File: src/rtl/core/q2rm_pkg.sv
`timescale 1ns / 1ps
package q2rm_pkg;
	localparam int QW       = 16;
	localparam int NumElem  = 9;
	localparam int DivSteps = 16;
	localparam int NumW     = 50;
	localparam int DenW     = 34;

	localparam logic [QW-1:0] OneQ14  = 16'h4000;
	localparam logic [QW-1:0] SignBit = 16'h8000;

	typedef logic signed [QW-1:0] q14_t;
	typedef logic [NumW-1:0]      num_t;
	typedef logic [DenW-1:0]      dvs_t;
	typedef logic [QW-1:0]        quo_t;
endpackage

File: src/rtl/core/q2rm_div.sv
`timescale 1ns / 1ps
module q2rm_div (
	input  logic           clk,
	input  logic           en,
	input  q2rm_pkg::num_t num,
	input  q2rm_pkg::dvs_t dvs,
	output q2rm_pkg::quo_t quo
);
	import q2rm_pkg::*;

	// Restoring division, one quotient bit per stage. The numerator is known
	// to be below dvs * 2^16, so its upper bits start as the remainder.
	dvs_t rem_s [1:DivSteps];
	dvs_t dvs_s [1:DivSteps];
	quo_t low_s [1:DivSteps];
	quo_t quo_s [1:DivSteps];

	function automatic logic [DenW:0] div_step(input dvs_t rem, input logic nb,
		input dvs_t d);
		logic [DenW:0] t;
		logic [DenW:0] dd;
		logic [DenW:0] r;
		t  = {rem, nb};
		dd = {1'b0, d};
		if (t >= dd) begin
			r = t - dd;
			return {1'b1, r[DenW-1:0]};
		end else begin
			return {1'b0, t[DenW-1:0]};
		end
	endfunction

	always_ff @(posedge clk) begin
		logic [DenW:0] st;
		logic [DenW:0] sk;
		if (en) begin
			st       = div_step(num[NumW-1:QW], num[QW-1], dvs);
			rem_s[1] <= st[DenW-1:0];
			quo_s[1] <= {{(QW-1){1'b0}}, st[DenW]};
			low_s[1] <= {num[QW-2:0], 1'b0};
			dvs_s[1] <= dvs;
			for (int k = 2; k <= DivSteps; k++) begin
				sk       = div_step(rem_s[k-1], low_s[k-1][QW-1], dvs_s[k-1]);
				rem_s[k] <= sk[DenW-1:0];
				quo_s[k] <= {quo_s[k-1][QW-2:0], sk[DenW]};
				low_s[k] <= {low_s[k-1][QW-2:0], 1'b0};
				dvs_s[k] <= dvs_s[k-1];
			end
		end
	end

	assign quo = quo_s[DivSteps];
endmodule

File: config.mk
export PLATFORM = sky130hd
export DESIGN_NAME = q2rm_div
export DESIGN_NICKNAME = d
export VERILOG_FILES = /design/src/rtl/core/q2rm_pkg.sv /design/src/rtl/core/q2rm_div.sv
export SDC_FILE = /design/constraint.sdc
export NUM_CORES = 2
export LEC_CHECK = 0
export BUFFER_PORTS_ARGS = -buffer_cell sky130_fd_sc_hd__buf_4
export CAP_MARGIN = 20
export CORE_ASPECT_RATIO = 0.75
export CORE_MARGIN = 1
export CORE_UTILIZATION = 60
export DETAILED_ROUTE_END_ITERATION = 7
export GPL_ROUTABILITY_DRIVEN = 0
export GPL_TIMING_DRIVEN = 1
export PLACE_DENSITY = 0.76
export SLEW_MARGIN = 20
export SYNTH_ARGS = -nofsm -noshare
export SYNTH_HDL_FRONTEND = slang
export SYNTH_SLANG_ARGS = --single-unit
File: constraint.sdc
create_clock -name clk -period 10.47 [get_ports clk]
set_clock_uncertainty 0.15 [all_clocks]
set_input_delay 2.094 -clock clk [delete_from_list [all_inputs] [get_ports clk]]
set_output_delay 2.094 -clock clk [all_outputs]
set_load 0.02 [all_outputs]
; Word level (Yosys, flattened, before mapping)
; Memories as Yosys holds them, arrays and structs flattened.
; Index checks and enable logic that the tools add are counted.
[totals]
wordCells = 70
n_memories = 4
in_bits = 86
ram_bits = 1584
regBits = 0
out_inout_bits = 16
[op_classes]
n_mux = 34
magnitude_cmp = 16
add_sub_neg = 16
[memory_table]
columns = name, depth, word_bits, rd, rd_clocked_by_memory_dff, write_ports, line_no
row1 = dvs_s, 16, 34, 15, 0, 16, q2rm_div.sv:14  ; dvs_t dvs_s [1:DivSteps];
row2 = rem_s, 16, 34, 15, 0, 16, q2rm_div.sv:13  ; dvs_t rem_s [1:DivSteps];
row3 = quo_s, 16, 16, 16, 0, 16, q2rm_div.sv:16  ; quo_t quo_s [1:DivSteps];
row4 = low_s, 16, 15, 15, 0, 16, q2rm_div.sv:15  ; quo_t low_s [1:DivSteps];
[op_table]
columns = op, count
row1 = 35-bit 2-to-1 mux, 32
row2 = 35-bit by 34-bit greater-or-equal comparator with 1-bit output, 16
row3 = 34-bit subtractor, 16
row4 = 1-bit 2-to-1 mux, 2

; Logic depth before layout (Yosys ltp)
; An unclocked memory read counts as a cell.
[logic_depth]
word_depth = 4
depth_mapped = 16
ltp_nobuf = 15

; Least setup slack after synthesis
; OpenSTA, ideal clock, no wires.
[synth_timing]
path_kind = input -> register
startpoint = in num[15]
endpoint = reg rem_s[0][62] (netlist name)
setup_ns = 0.260
n_path_buf = 0
slack_ns = 5.428
stages = 15
required_time_ns = 10.060
arrival_time_ns = 4.632
cell_sequence = inv_1 ha_1 inv_1 fa_1 a21o_1 a31oi_1 o31a_1 a21oi_1 o22a_1 nand2_1 o21ai_1 a31oi_1 nor4b_1 a211o_1 mux2_2
[synth_lines]
columns = item, line_no
row1 = start: declaration, q2rm_div.sv:5  ; input q2rm_pkg::num_t num,

==> results.toml <==
[sta]
finalMaxSlewViolations = 0
period_needed_ps = 5290
hold_viol_final = 0
max_freq_ghz = 0.189
relSlewSlack_pct = 20.6
tns_ps = 0
setup_viol = 0
whs_ps = 253
tightest_slew_ps = 1180
rsz0062_at_grt = "false"
fin_crit_sh_pct = 50.5

[detailed_routing]
drt_iter0_markers = 6783
avgViaCountPerCell = 6.12
finalWirelength_um = 170000
drtAntennaViolNets = 0
via_count = 51000
firstDrtPassIters = 8
wire_per_inst_um = 20.4
drc = 1

[clocking]
clockRootBuffer = "clkbuf_16"
clk_pin_slew_ps = 60
clock-sinks = 1276
htreeDepth = 4
cts_resized = 0
clock_path_buffers = 3
cts_hold_buffers = 0
clock_latency_ps = 780
cts_tree = "done"
cts_buffers = 132
postCtsSetupBuffers = 0

[finish]
fillers = 8998
syn_to_final_growth_pct = 9.14
utilization_pct = 66.2
finalNetCount = 7257
drive_above_1_share_pct = 8.77
diodes = 0

[synthesis]
synth_xor_area_share_pct = 5.27
synthesis.nets = 7155
synthSimpleGateAreaFrac_pct = 8.75
yosysTopAreaCell = "edfxtp_1"
synth_top_family_by_area = "compound AO/OA/AOI/OAI gates"
ys_ff_latch = 1276
synth_compound_gate_area_share_pct = 15.6
seq_area_frac_synth_pct = 52.5
postSynthAreaPerCell_sq_um = 11.2
synthFlopType = "edfxtp_1"
syn-cell-area_sq_um = 72900
synthTopCellsByCount = "edfxtp_1 (1276), inv_1 (697), a21oi_1 (587), ha_1 (544), o21ai_0 (409)"
synth-edff-count = 1276
synthTopCellsByArea = "edfxtp_1 (53%), ha_1 (9.3%), a21oi_1 (4.0%), inv_1 (3.6%), xnor2_1 (3.2%)"
synthAdderAreaFrac_pct = 9.74
async_reset_ff_share_pct = 0
yosysTopAreaCellShare_pct = 52.5
synth_cell_type_count = 102
netlist_instances = 6510
synth_most_common_cell = "edfxtp_1"
synthMuxAreaShare_pct = 3.54
yosys_warnings = 0

[critical_path]
start_kind = "flop"
cp_max_fo = 45
crit_chain = "ha_1 > nand4_1 > nor3_1 > a21boi_0 > o21ai_0 > a221oi_1 > o21ai_0 > o31ai_4 > buf_4 > mux2_2"
slowest_stage = "o31ai_4"
critPathKind = "reg -> reg"
slowest_delay_ps = 630
worst_path_most_repeated_cell = "o21ai_0"
worst_ep_required_time_ps = 10850
arrival_ps = 5670
crit_path_end_kind = "flop"
critical_path.top_delay_family = "compound AO/OA/AOI/OAI gates"
cp_num_buf_inv = 1

[pwr]
switchingPower_mw = 9.44
pwr-share-seq_pct = 34.1
power_leakage_nw = 33.0
clockPowerShare_pct = 19.0
p_per_area_nw_per_um2 = 309
peakVddDrop_uv = 240
intPower_mw = 15.2
p_sw_share_pct = 38.3
combinationalPowerShare_pct = 47.0

[floorplan]
fp.coreArea_sq_um = 120000
row_count = 110
die_area_sq_um = 123000
chipHeight_um = 304
initial_core_util_pct = 60.6
num_io_pins = 102
die_width_um = 405

[placed_design]
io_buffer_count = 101
dp.final_hpwl_um = 126000

[global_route]
grt_pass1_wl_um = 266000
grt_pass1_vias = 47200
antenna_found_initial = 5
grt_max_degree = 161
grt_usage_pct = 27.6
grt-ovfl-total = 0

[outcome]
violations = "design-rule violations"
status = "complete, but fails checks"

[hold_path]
min_path_type = "reg -> reg"

[job]
maxCapViolCount = 0
## cells in the final DEF (no fill, tap or decap), drive strengths merged, types with 162 or more instances in the layout
cell type	instances
inv	705
edfxtp	1276
xor2	175
nand2	404
ha	544
clkbuf	162
mux2	210
a21o	300
xnor2	264
a21oi	588
nor2	376
o21ai	426
## through the flow
step | instance area (sq um) | power [mW] | setup WS (ps) | instances
after floorplan | 73000 | 16.8 | 5430 | 6510
after global placement | 75400 | 19.3 | 4970 | 8102
after detailed placement | 75400 | 19.6 | 4910 | 8102
after CTS | 79600 | 24.4 | 5350 | 8338
after global routing | 79600 | 26.1 | 4890 | 8338
final | 79600 | 24.6 | 5180 | 8338
## cell families after synthesis
group                    Yosys count
XOR/XNOR                         439
adder cells (fa/ha/maj)          559
AND/OR/NAND/NOR                 1349
multiplexers                     218
buffers and inverters            861
AO/OA/AOI/OAI                   1808
flip-flops                      1276
## registers in the layout (all words and copies together) (netlist names)
register	count
dvs_s	510
low_s	120
quo_s	136
rem_s	510
## final timing paths
check	slack (ps)	start	depth (start not counted)	end
hold reg to reg	250	low_s[0][192]	0	low_s[0][208]
hold / removal	250	low_s[0][192]	0	low_s[0][208]
setup reg to reg	5180	rem_s[0][380]	10	rem_s[0][415]
setup / recovery	5180	rem_s[0][380]	10	rem_s[0][415]
## per-layer routing
| layer | global-route usage, % | vias up | wire (um) |
|---|---|---|---|
| met2 | 35.8 | 2357 | 65400 |
| li1 | - | 24000 | - |
| met1 | 45.4 | 24400 | 82500 |
| met5 | 0 | - | 41 |
| met4 | 6.26 | 6 | 2800 |
| met3 | 7.16 | 232 | 19300 |
## layout make-up
class,count,area (sq um),share of cell area [%]
sequential,1276,38300,48.1
multi-input combinational,4373,31400,39.4
clock buffer,162,3520,4.42
inverter,697,2620,3.29
tap,1624,2030,2.55
timing repair buffer,132,1060,1.33
clock inverter,74,701,0.880
## power by group through the flow
stage               Sequential (mW)  Combinational (mW)  Clock, mW
floorplan                      8.04                8.75          0
global placement               8.42                10.9          0
detailed placement             8.42                11.2          0
CTS                            8.36                11.3       4.77
global route                   8.49                12.7       4.94
finish                         8.38                11.6       4.68
Power figures use the tool's default switching activity.
